<file path="config.mk">
export PLATFORM = sky130hd
export DESIGN_NAME = epoch_seconds_to_date_time
export DESIGN_NICKNAME = d
export VERILOG_FILES = /design/src/hw/rtl/es2dt_pkg.sv /design/src/hw/rtl/es2dt_ctrl.sv /design/src/hw/rtl/es2dt_dpath.sv /design/src/hw/rtl/epoch_seconds_to_date_time.sv
export SDC_FILE = /design/constraint.sdc
export NUM_CORES = 1
export LEC_CHECK = 0
export BUFFER_PORTS_ARGS = -buffer_cell sky130_fd_sc_hd__buf_2
export CORE_ASPECT_RATIO = 2
export CORE_MARGIN = 2
export CORE_UTILIZATION = 39
export CTS_CLUSTER_DIAMETER = 120
export DETAILED_ROUTE_END_ITERATION = 8
export PLACE_DENSITY = 0.62
export SLEW_MARGIN = 25
export SYNTH_ARGS = -nofsm -noshare
export SYNTH_HDL_FRONTEND = slang
export SYNTH_SLANG_ARGS = --single-unit
</file>
<file path="constraint.sdc">
create_clock -name clk_i -period 8.8 [get_ports clk_i]
set_clock_uncertainty 0.15 [all_clocks]
set_input_delay 0.44 -clock clk_i [delete_from_list [all_inputs] [get_ports clk_i]]
set_output_delay 0.44 -clock clk_i [all_outputs]
set_load 0.005 [all_outputs]
</file>
<file path="src/hw/rtl/es2dt_pkg.sv">
// Shared types, constants and calendar helpers for the epoch-seconds to
// date/time converter. No dependencies.
package es2dt_pkg;

  // Width of the offset-adjusted seconds total and of the divider remainder.
  localparam int unsigned TotalW = 33;
  // Width of the whole-day count.
  localparam int unsigned DaysW  = 17;

  localparam logic [16:0] SecPerDay  = 17'd86400;
  localparam logic [16:0] SecPerHour = 17'd3600;
  localparam logic [16:0] SecPerMin  = 17'd60;

  // Reciprocals for the divisions: 86400 = 128 * 675, 3600 = 16 * 225 and
  // 60 = 4 * 15. Each quotient is ((x >> 7, 4, 2) * recip) >> (36, 21, 14),
  // exact over the whole range of x.
  localparam logic [26:0] DayRecip  = 27'd101806633;  // ceil(2^36 / 675)
  localparam logic [13:0] HourRecip = 14'd9321;       // ceil(2^21 / 225)
  localparam logic [10:0] MinRecip  = 11'd1093;       // ceil(2^14 / 15)

  // 1970 taken modulo 100 and modulo 400.
  localparam logic [6:0] BaseYearMod100 = 7'd70;
  localparam logic [8:0] BaseYearMod400 = 9'd370;

  localparam logic [15:0] ZoneOffsetReset = 16'd28800;

  localparam logic [3:0] MonthFeb = 4'd1;
  localparam logic [3:0] MonthDec = 4'd11;

  typedef enum logic [1:0] {
    DIV_SEL_DAY  = 2'd0,
    DIV_SEL_HOUR = 2'd1,
    DIV_SEL_MIN  = 2'd2
  } div_sel_e;

  // Commands from the controller to the datapath.
  // div_last marks the remainder step of the selected division.
  typedef struct packed {
    logic       load;
    logic       div_step;
    div_sel_e   div_sel;
    logic       div_last;
    logic       year_step;
    logic       month_step;
    logic       out_load;
  } cmd_t;

  // Status from the datapath to the controller.
  typedef struct packed {
    logic year_done;
    logic month_done;
    logic out_free;
  } sts_t;

  // Days in a month, zero-based month index.
  function automatic logic [4:0] month_len(input logic [3:0] month, input logic leap);
    logic [4:0] len;
    unique case (month)
      4'd0, 4'd2, 4'd4, 4'd6, 4'd7, 4'd9, 4'd11: len = 5'd31;
      4'd3, 4'd5, 4'd8, 4'd10:                   len = 5'd30;
      MonthFeb:                                  len = leap ? 5'd29 : 5'd28;
      default:                                   len = 5'd31;
    endcase
    return len;
  endfunction

endpackage

</file>
<file path="src/hw/rtl/es2dt_ctrl.sv">
// Sequencing controller for the epoch-seconds converter.
// Drives the datapath through es2dt_pkg command/status structs.
module es2dt_ctrl (
  input  logic              clk_i,
  input  logic              rst_ni,
  input  logic              in_valid_i,
  output logic              in_stall_o,
  input  es2dt_pkg::sts_t   sts_i,
  output es2dt_pkg::cmd_t   cmd_o
);

  typedef enum logic [6:0] {
    ST_IDLE     = 7'b0000001,
    ST_DIV_DAY  = 7'b0000010,
    ST_DIV_HOUR = 7'b0000100,
    ST_DIV_MIN  = 7'b0001000,
    ST_YEAR     = 7'b0010000,
    ST_MONTH    = 7'b0100000,
    ST_DONE     = 7'b1000000
  } state_e;

  state_e state_q, state_d;
  logic   rem_phase_q, rem_phase_d;

  // Next state and command decode
  always_comb begin
    state_d        = state_q;
    rem_phase_d    = rem_phase_q;
    cmd_o          = '0;
    cmd_o.div_sel  = es2dt_pkg::DIV_SEL_DAY;
    in_stall_o     = 1'b1;
    unique case (state_q)
      ST_IDLE: begin
        in_stall_o = 1'b0;
        if (in_valid_i) begin
          cmd_o.load  = 1'b1;
          rem_phase_d = 1'b0;
          state_d     = ST_DIV_DAY;
        end
      end
      ST_DIV_DAY: begin
        cmd_o.div_step = 1'b1;
        cmd_o.div_sel  = es2dt_pkg::DIV_SEL_DAY;
        if (rem_phase_q) begin
          cmd_o.div_last = 1'b1;
          rem_phase_d    = 1'b0;
          state_d        = ST_DIV_HOUR;
        end else begin
          rem_phase_d = 1'b1;
        end
      end
      ST_DIV_HOUR: begin
        cmd_o.div_step = 1'b1;
        cmd_o.div_sel  = es2dt_pkg::DIV_SEL_HOUR;
        if (rem_phase_q) begin
          cmd_o.div_last = 1'b1;
          rem_phase_d    = 1'b0;
          state_d        = ST_DIV_MIN;
        end else begin
          rem_phase_d = 1'b1;
        end
      end
      ST_DIV_MIN: begin
        cmd_o.div_step = 1'b1;
        cmd_o.div_sel  = es2dt_pkg::DIV_SEL_MIN;
        if (rem_phase_q) begin
          cmd_o.div_last = 1'b1;
          rem_phase_d    = 1'b0;
          state_d        = ST_YEAR;
        end else begin
          rem_phase_d = 1'b1;
        end
      end
      ST_YEAR: begin
        if (sts_i.year_done) begin
          state_d = ST_MONTH;
        end else begin
          cmd_o.year_step = 1'b1;
        end
      end
      ST_MONTH: begin
        if (sts_i.month_done) begin
          state_d = ST_DONE;
        end else begin
          cmd_o.month_step = 1'b1;
        end
      end
      ST_DONE: begin
        if (sts_i.out_free) begin
          cmd_o.out_load = 1'b1;
          state_d        = ST_IDLE;
        end
      end
      default: begin
        state_d = ST_IDLE;
      end
    endcase
  end

  // State and division phase registers
  always_ff @(posedge clk_i or negedge rst_ni) begin
    if (!rst_ni) begin
      state_q     <= ST_IDLE;
      rem_phase_q <= 1'b0;
    end else begin
      state_q     <= state_d;
      rem_phase_q <= rem_phase_d;
    end
  end

  // A new item always starts the day division with its quotient step
  assert property (@(posedge clk_i) disable iff (!rst_ni)
    cmd_o.load |=> (state_q == ST_DIV_DAY) && !rem_phase_q)
    else $error("day division did not start with its quotient step");

  // The hour division takes its quotient step and then its remainder step
  assert property (@(posedge clk_i) disable iff (!rst_ni)
    ((state_q == ST_DIV_HOUR) && !rem_phase_q) |=>
      (state_q == ST_DIV_HOUR) && rem_phase_q)
    else $error("hour division skipped its remainder step");

  // After a result is handed to the output register the controller is free
  assert property (@(posedge clk_i) disable iff (!rst_ni)
    cmd_o.out_load |=> (state_q == ST_IDLE) && !in_stall_o)
    else $error("controller not idle after result load");

endmodule

</file>
<file path="src/hw/rtl/es2dt_dpath.sv">
// Datapath for the epoch-seconds converter: reciprocal-multiply divider,
// year/month walk registers, offset register and output register. Uses es2dt_pkg.
module es2dt_dpath (
  input  logic              clk_i,
  input  logic              rst_ni,
  input  es2dt_pkg::cmd_t   cmd_i,
  output es2dt_pkg::sts_t   sts_o,
  input  logic [31:0]       epoch_seconds_i,
  input  logic              cfg_valid_i,
  input  logic [15:0]       cfg_zone_offset_seconds_i,
  output logic              out_valid_o,
  input  logic              out_stall_i,
  output logic [3:0]        month_number_o,
  output logic [4:0]        day_of_month_o,
  output logic [4:0]        hour_of_day_o,
  output logic [5:0]        minute_of_hour_o
);

  localparam int unsigned TotalW = es2dt_pkg::TotalW;
  localparam int unsigned DaysW  = es2dt_pkg::DaysW;

  logic [15:0]       offset_q;
  logic [TotalW-1:0] rem_q, rem_d;
  logic [DaysW-1:0]  days_q, days_d;
  logic [4:0]        hour_q, hour_d;
  logic [5:0]        minute_q, minute_d;
  logic [6:0]        ymod100_q, ymod100_d;
  logic [8:0]        ymod400_q, ymod400_d;
  logic [3:0]        month_q, month_d;
  logic              out_valid_q, out_valid_d;
  logic [3:0]        o_month_q;
  logic [4:0]        o_day_q;
  logic [4:0]        o_hour_q;
  logic [5:0]        o_minute_q;

  logic [52:0]       day_prod;
  logic [26:0]       hour_prod;
  logic [20:0]       min_prod;
  logic [33:0]       day_back;
  logic [21:0]       hour_back;
  logic [22:0]       min_back;
  logic [TotalW-1:0] div_back;
  logic              leap;
  logic [8:0]        year_len;
  logic [4:0]        mon_len;

  // Quotients by reciprocal multiplication on the prescaled remainder
  assign day_prod  = 53'(rem_q[TotalW-1:7]) * 53'(es2dt_pkg::DayRecip);
  assign hour_prod = 27'(rem_q[16:4]) * 27'(es2dt_pkg::HourRecip);
  assign min_prod  = 21'(rem_q[11:2]) * 21'(es2dt_pkg::MinRecip);

  // Quotient times divisor, taken off the remainder in the following step
  assign day_back  = 34'(days_q) * 34'(es2dt_pkg::SecPerDay);
  assign hour_back = 22'(hour_q) * 22'(es2dt_pkg::SecPerHour);
  assign min_back  = 23'(minute_q) * 23'(es2dt_pkg::SecPerMin);

  always_comb begin
    unique case (cmd_i.div_sel)
      es2dt_pkg::DIV_SEL_DAY:  div_back = TotalW'(day_back);
      es2dt_pkg::DIV_SEL_HOUR: div_back = TotalW'(hour_back);
      es2dt_pkg::DIV_SEL_MIN:  div_back = TotalW'(min_back);
      default:                 div_back = TotalW'(min_back);
    endcase
  end

  // Gregorian leap rule from the running year residues
  assign leap     = ((ymod400_q[1:0] == 2'd0) && (ymod100_q != 7'd0)) || (ymod400_q == 9'd0);
  assign year_len = leap ? 9'd366 : 9'd365;
  assign mon_len  = es2dt_pkg::month_len(month_q, leap);

  assign sts_o.year_done  = days_q < DaysW'(year_len);
  assign sts_o.month_done = (month_q == es2dt_pkg::MonthDec) || (days_q < DaysW'(mon_len));
  assign sts_o.out_free   = !out_valid_q || !out_stall_i;

  // Datapath next values
  always_comb begin
    rem_d     = rem_q;
    days_d    = days_q;
    hour_d    = hour_q;
    minute_d  = minute_q;
    ymod100_d = ymod100_q;
    ymod400_d = ymod400_q;
    month_d   = month_q;
    if (cmd_i.load) begin
      rem_d     = {1'b0, epoch_seconds_i} + TotalW'(offset_q);
      ymod100_d = es2dt_pkg::BaseYearMod100;
      ymod400_d = es2dt_pkg::BaseYearMod400;
      month_d   = 4'd0;
    end
    // Quotient step, then remainder step of the selected division
    if (cmd_i.div_step) begin
      if (cmd_i.div_last) begin
        rem_d = rem_q - div_back;
      end else begin
        unique case (cmd_i.div_sel)
          es2dt_pkg::DIV_SEL_DAY:  days_d   = day_prod[52:36];
          es2dt_pkg::DIV_SEL_HOUR: hour_d   = hour_prod[25:21];
          es2dt_pkg::DIV_SEL_MIN:  minute_d = min_prod[19:14];
          default:                 minute_d = min_prod[19:14];
        endcase
      end
    end
    // Consume one whole year
    if (cmd_i.year_step) begin
      days_d    = days_q - DaysW'(year_len);
      ymod100_d = (ymod100_q == 7'd99)  ? 7'd0 : ymod100_q + 7'd1;
      ymod400_d = (ymod400_q == 9'd399) ? 9'd0 : ymod400_q + 9'd1;
    end
    // Consume one whole month
    if (cmd_i.month_step) begin
      days_d  = days_q - DaysW'(mon_len);
      month_d = month_q + 4'd1;
    end
  end

  // Output valid: set on load, drop once taken
  always_comb begin
    out_valid_d = out_valid_q;
    if (cmd_i.out_load) begin
      out_valid_d = 1'b1;
    end else if (!out_stall_i) begin
      out_valid_d = 1'b0;
    end
  end

  // Control registers
  always_ff @(posedge clk_i or negedge rst_ni) begin
    if (!rst_ni) begin
      offset_q    <= es2dt_pkg::ZoneOffsetReset;
      out_valid_q <= 1'b0;
    end else begin
      if (cfg_valid_i) begin
        offset_q <= cfg_zone_offset_seconds_i;
      end
      out_valid_q <= out_valid_d;
    end
  end

  // Working registers
  always_ff @(posedge clk_i) begin
    rem_q     <= rem_d;
    days_q    <= days_d;
    hour_q    <= hour_d;
    minute_q  <= minute_d;
    ymod100_q <= ymod100_d;
    ymod400_q <= ymod400_d;
    month_q   <= month_d;
  end

  // Output register, loaded only when free
  always_ff @(posedge clk_i) begin
    if (cmd_i.out_load) begin
      o_month_q  <= month_q + 4'd1;
      o_day_q    <= days_q[4:0] + 5'd1;
      o_hour_q   <= hour_q;
      o_minute_q <= minute_q;
    end
  end

  assign out_valid_o      = out_valid_q;
  assign month_number_o   = o_month_q;
  assign day_of_month_o   = o_day_q;
  assign hour_of_day_o    = o_hour_q;
  assign minute_of_hour_o = o_minute_q;

  // A finished walk leaves less than a month of days
  assert property (@(posedge clk_i) disable iff (!rst_ni)
    cmd_i.out_load |-> (days_q < 17'd31) && (month_q <= es2dt_pkg::MonthDec))
    else $error("month walk left too many days");

  // The minute division always ends below one minute of seconds
  assert property (@(posedge clk_i) disable iff (!rst_ni)
    (cmd_i.div_last && (cmd_i.div_sel == es2dt_pkg::DIV_SEL_MIN)) |=>
      (rem_q < TotalW'(es2dt_pkg::SecPerMin)) && (minute_q < 6'd60))
    else $error("minute division remainder out of range");

  // Never overwrite a result that is still held by a stall
  assert property (@(posedge clk_i) disable iff (!rst_ni)
    cmd_i.out_load |-> !(out_valid_q && out_stall_i))
    else $error("output register overwritten while stalled");

endmodule

</file>
<file path="src/hw/rtl/epoch_seconds_to_date_time.sv">
// Each accepted item runs three reciprocal divisions (day, hour, minute), each
//   a quotient step and then a remainder step, then a year walk (0..136 years)
//   and a month walk (0..11 months), one year or month per cycle; in_stall_o
//   stays high until the result is loaded into the output register.
// Reset (rst_ni low, async): idle, no result pending, zone offset 28800 s.
// Top level: joins es2dt_ctrl and es2dt_dpath; types come from es2dt_pkg.
module epoch_seconds_to_date_time (
  input  logic        clk_i,
  input  logic        rst_ni,
  input  logic        in_valid_i,
  output logic        in_stall_o,
  input  logic [31:0] epoch_seconds_i,
  input  logic        cfg_valid_i,
  output logic        cfg_ready_o,
  input  logic [15:0] cfg_zone_offset_seconds_i,
  output logic        out_valid_o,
  input  logic        out_stall_i,
  output logic [3:0]  month_number_o,
  output logic [4:0]  day_of_month_o,
  output logic [4:0]  hour_of_day_o,
  output logic [5:0]  minute_of_hour_o
);

  es2dt_pkg::cmd_t cmd;
  es2dt_pkg::sts_t sts;

  // Offset writes are taken at any time
  assign cfg_ready_o = 1'b1;

  es2dt_ctrl u_ctrl (
    .clk_i      (clk_i),
    .rst_ni     (rst_ni),
    .in_valid_i (in_valid_i),
    .in_stall_o (in_stall_o),
    .sts_i      (sts),
    .cmd_o      (cmd)
  );

  es2dt_dpath u_dpath (
    .clk_i                     (clk_i),
    .rst_ni                    (rst_ni),
    .cmd_i                     (cmd),
    .sts_o                     (sts),
    .epoch_seconds_i           (epoch_seconds_i),
    .cfg_valid_i               (cfg_valid_i),
    .cfg_zone_offset_seconds_i (cfg_zone_offset_seconds_i),
    .out_valid_o               (out_valid_o),
    .out_stall_i               (out_stall_i),
    .month_number_o            (month_number_o),
    .day_of_month_o            (day_of_month_o),
    .hour_of_day_o             (hour_of_day_o),
    .minute_of_hour_o          (minute_of_hour_o)
  );

endmodule

</file>
---- Word level (Yosys, flattened, before mapping) ----
Index checks and enable logic that the tools add are counted.
storage, ports and cells
  input port bits ......................... 53
  logic and storage cells ................. 125
  output and inout port bits .............. 23
  bits in registers ....................... 126
operators by class
  multipliers ............................. 6
  muxes and demuxes ....................... 44
  $lt $le $gt $ge ......................... 2
  bitwise gates (word level) .............. 2
  reductions and logical operators ........ 23
  add/subtract/negate cells ............... 8
  equality and inequality tests ........... 25
operators with widths
  cell                    number
  $mux 33                 3
  $mux 17                 5
  $mux 7                  10
  $pmux 33 s2             1
  $mul 26x27->53 const B  1
  $pmux 7 s7              1
  $add 32x16->33          1
  $sub 33x33->33          1
  $mux 9                  3
  $mul 13x14->26 const B  1
  $mul 17x10->26 const B  1
  $mul 10x11->20 const B  1
  $lt 17x5->1             1
  $lt 17x9->1             1
  $sub 17x5->17           1
  $sub 17x9->17           1
  $mux 1                  15
  $eq 7x7->1 const B      2
  $mul 5x8->13 const B    1
  $eq 4x4->1 const B      3
  $pmux 4 s3              1
  $mul 6x4->10 const B    1
  $pmux 5 s2              1
  $add 9x1->9 const B     1
  other kinds (35)        52

---- Longest topological paths before layout ----
  depth after elaboration ................. 11
  depth in mapped cells ................... 30
  gate-level depth less buffers ........... 30

---- Modules after synthesis ----
From an unflattened synthesis, not the netlist that was laid out.
second synthesis, totals
  cells, all modules ...................... 2,542
  area total of the unflattened synthesis .. 24,651.1 µm²
by module, submodules not included
  module                      area each (µm²)  seq. area each (µm²)  times used  cells an instance
  es2dt_dpath                 24,085.6         3,093.0               1           2,473
  es2dt_ctrl                  554.3            201.4                 1           67
  epoch_seconds_to_date_time  11.3             0.0                   1           2

---- Worst setup path before layout ----
OpenSTA, ideal clock, no wires.
  kind .................................... reg2reg
  start ................................... register u_dpath.rem_q[22]
  end ..................................... register u_dpath.days_q[16] (data pin)
  setup time .............................. 265 ps
  arrival time ............................ 6,087 ps
  period minus slack after synthesis ...... 6,503 ps
  path buffers ............................ 0
  slack ................................... 2,297 ps
  data required time ...................... 8,385 ps
  stages on the path, launching flop included .. 22
  cell sequence ........................... dfxtp_1 > fa_1 > fa_1 > ha_1 > fa_1 > inv_1 > fa_1 > fa_1 > inv_1 > fa_1 > ha_1 > a21o_1 > a21o_1 > a21oi_1 > o21a_1 > a31oi_2 > o2111ai_2 > a211oi_2 > o211ai_2 > a21oi_2 > and4_4 > or3_1
between the ends
  longest elaborated chain between the ends .. 6
ends and longest elaborated chain
  what                          RTL line            text
  from (decl)                   es2dt_dpath.sv:23   logic [TotalW-1:0] rem_q, rem_d;
  from (signal assigned)        es2dt_dpath.sv:141  rem_q <= rem_d;
  $mul 26x27->53                es2dt_dpath.sv:48   assign day_prod = 53'(rem_q[TotalW-1:7]) * 53'(es2dt_pkg::DayRecip);
  $mux 17                       es2dt_dpath.sv:95   unique case (cmd_i.div_sel)
  $mux 17                       es2dt_dpath.sv:92   if (cmd_i.div_last) begin
  $mux 17                       es2dt_dpath.sv:91   if (cmd_i.div_step) begin
  $mux 17                       es2dt_dpath.sv:104  if (cmd_i.year_step) begin
  $mux 17                       es2dt_dpath.sv:110  if (cmd_i.month_step) begin
  named net u_dpath.days_d[16]  es2dt_dpath.sv:24   logic [DaysW-1:0] days_q, days_d;
  to (signal assigned)          es2dt_dpath.sv:142  days_q <= days_d;
  to (decl)                     es2dt_dpath.sv:24
The timed path passes the listed nets, and every way through them passes these cells. The select of a mux whose other input is x is not followed.
A chain may end at the register's enable or synchronous reset.

---- Worst setup path in the final report ----
Same ends and word-level chain as after synthesis.

==> run metrics <==
Final Max Slew Viols=0; final setup margin=1.368 ns; syn_area_per_cell=9.562 µm²; Placed Cells incl. Taps=3435; Synth Area in Compound Gates=0.1117; fillers=6158; Max-cap violations=0; first-pass GRT wire length=111100 µm; sequential element share of the synthesized area=0.1335; Root Buffer=clkbuf_16; via/cell ratio=5.387; multiplexer area fraction after synthesis=0.009734; adder-cell share of the synthesized area=0.5215; hold slack=0.07108 ns; most area-hungry cell type in the Yosys netlist=ha_1; Slew HR=0.2837; initial antenna violation count=0; area occupied by multi-input gates=19350 µm²; #FFs+latches synth=124; outcome=complete, no violations; CP max FO=12; clk_lat worst skew=0.46 ns; Buffers on Ports=74; CTS sink count=124; vias in the first global route=20.30k; fraction of layout cells with a size suffix above 1=0.06726; min Tclk post-route=7.432 ns; Initial Util=0.3931; crit share post-route=0.8446; DR WL/cell=20.49 µm; routability cong.=0.9938; fin nets=3582; Synth top area share=0.3017; RSZ-0062 raised after global routing=false; DRC Markers=0; max incr delay on CP=0.77 ns; largest net degree at the start of global routing=63; number of flops mapped to enable cells by yosys=68; Overflow after GRT=0; die area=65430 µm²; setup TNS=0 ns; register area=3294 µm²; Main synth FF type=edfxtp_1; die width=181.9 µm; Netlist cell types=92; hold crit path type=primary input to flop; Max stage delay cell, worst path=dfxtp_1; cell count after synthesis=2581; Mapped Area=24680 µm²; worst-margin pin slew=1.063 ns; Fmax achieved=134.5 MHz; post_cts resized=0; TritonCTS buffer count=17; Cell Rows=130; ranking of synthesized cells by area=ha_1, fa_1, edfxtp_1, inv_1, xnor2_1; core box area=62790 µm²; Post-Synth XOR/XNOR Area=0.04898; Post-CTS Setup Bufs=0; clock slew at reported path FFs=0.06 ns; WP data arrival=7.48 ns; CTS H-tree lvls=4; Die Span Y=359.8 µm; worst setup path class=flop to flop; R2R setup slack=1.37 ns; main combinational cell family by area after synthesis=adder cells; DR iter-0 viols=889; CTS tree=yes; Routed Antenna Nets=0; Routed WL=71070 µm; Synth-to-Final Area Change=8.086%; Final Hold Vio Count=0; Final HPWL DP=61390 µm; ys async rst share=0.2016; Placement Setup Slack=1.449 ns; Critical Path RT=8.84 ns; YS warnings=0; final setup fails=0; Max clock buf depth=2; nature of the critical path startpoint=flop; ant diodes=0; num ports=76; Synth Area in Simple Gates=0.09101; Mapped Nets=3500; First-pass DRT Iterations=7; GRT Util Overall=0.2219; CP endpoint kind=flop; Layout Cells excl Fill=3468; CP dominant cell by count=inv_1; via count=18.68k; crit-path cells=inv_1, ha_1, inv_1, fa_1, ha_1, fa_1, inv_1, fa_1, inv_1, fa_1, inv_1, fa_1, inv_1, ha_1, nand4_1, a211o_1, a31oi_2, o2111ai_2, a211oi_2, o211ai_2, a21oi_2, nor4b_1, or3_1
-- cells in the mapped netlist, types with 19 or more instances --
master,n
fa_1,271
xnor2_1,80
nand2_1,130
a21oi_1,112
ha_1,595
nand4_1,19
edfxtp_1,68
a21o_1,55
nor2_1,117
dfxtp_1,31
nor3_1,32
nand3_1,46
o21ai_0,96
xor2_1,58
nor2b_1,19
inv_1,506
clkbuf_1,25
dfrtp_1,20
-- flip-flops by register name, summed over array words and instances, names as in the netlist --
| register | flops |
|---|---|
| u_ctrl.rem_phase_q | 1 |
| u_dpath.ymod400_q | 9 |
| u_dpath.minute_of_hour_o | 6 |
| u_dpath.hour_of_day_o | 5 |
| u_ctrl.state_q | 7 |
| u_dpath.days_q | 17 |
| u_dpath.month_number_o | 4 |
| u_dpath.ymod100_q | 7 |
| u_dpath.hour_q | 5 |
| u_dpath.minute_q | 6 |
| u_dpath.rem_q | 31 |
| u_dpath.offset_q | 16 |
| u_dpath.day_of_month_o | 5 |
| u_dpath.month_q | 4 |
| u_dpath.out_valid_o | 1 |
-- per-layer routing --
metal	GRT usage	vias up	share of wire
li1	-	8861	-
met1	0.2145	9207	0.34
met2	0.4392	430	0.56
met3	0.02074	185	0.024
met4	0.1436	0	0.074
met5	0	-	0
-- logic make-up (layout without fill, tap and decap cells) --
| kind of cell | after synthesis | in the layout |
|---|---|---|
| and+or+nand+nor | 461 | 461 |
| xor gates and xnor gates | 138 | 138 |
| muxes | 22 | 22 |
| buffers and inverters | 542 | 637 |
| DFF | 124 | 124 |
| AOI/OAI and AO/OA | 427 | 427 |
| adders and majority gates | 866 | 866 |
| other | 1 | 1 |
-- cells in the final DEF (no fill, tap or decap), types with 17 or more instances in the layout --
cell type / n
o21a_1: 18
dfrtp_1: 20
nor3_1: 32
nor2_1: 117
o211ai_1: 18
nand2_1: 129
buf_4: 23
nor2b_1: 19
o21ai_1: 17
inv_1: 506
buf_2: 74
nand4_1: 19
o21ai_0: 95
dfxtp_1: 31
a21oi_1: 110
or3_1: 17
clkbuf_16: 17
xnor2_1: 80
nand3_1: 46
xor2_1: 58
a21o_1: 55
ha_1: 595
fa_1: 271
edfxtp_1: 68
-- metrics by stage --
| stage | utilization | instance area (µm²) |
|---|---|---|
| 4_1_cts | 0.4248 | 26670 |
| 3_5_place_dp | 0.4153 | 26070 |
| 3_3_place_gp | 0.4152 | 26070 |
| 6_report | 0.4249 | 26670 |
| 2_1_floorplan | - | 24680 |
| 5_1_grt | 0.4249 | 26670 |
-- layout make-up --
cell class                      count  share of cell area
Tap cell                          792             0.03715
Multi-Input combinational cell   1915              0.7253
Inverter                          507             0.07135
Clock buffer                       18             0.01609
Timing Repair Buffer               98             0.02073
Sequential cell                   124              0.1235
Clock inverter                     14            0.005863
-- worst max-delay path, delay by kind of cell, from the launching register on --
family,cells,cell delay [ns]
adders and majority gates,8,3.58
AOI/OAI and AO/OA,6,1.62
DFF,1,0.77
and+or+nand+nor,3,0.63
buffers and inverters,6,0.44
-- final timing paths --
kind                                             end  depth (start not counted)                          from
worst max-delay path              u_dpath.days_q[16]                         23             u_dpath.rem_q[22]
worst min-delay path             u_dpath.offset_q[6]                          2  cfg_zone_offset_seconds_i[6]
worst min register to register  u_dpath.offset_q[11]                          1          u_dpath.offset_q[11]
worst max register to register    u_dpath.days_q[16]                         23             u_dpath.rem_q[22]
min in group asynchronous          u_ctrl.state_q[6]                          2                        rst_ni
max in group asynchronous        u_dpath.offset_q[3]                          2                        rst_ni
-- repair_timing --
action                                  in CTS  in global routing
endpoints found under the setup margin       0                  0
hold buffers                                 1                  0
endpoints found under the hold margin       20                  0
Power is not shown: default switching activity piles up to over one toggle a cycle in this logic, so the estimate is an artifact.
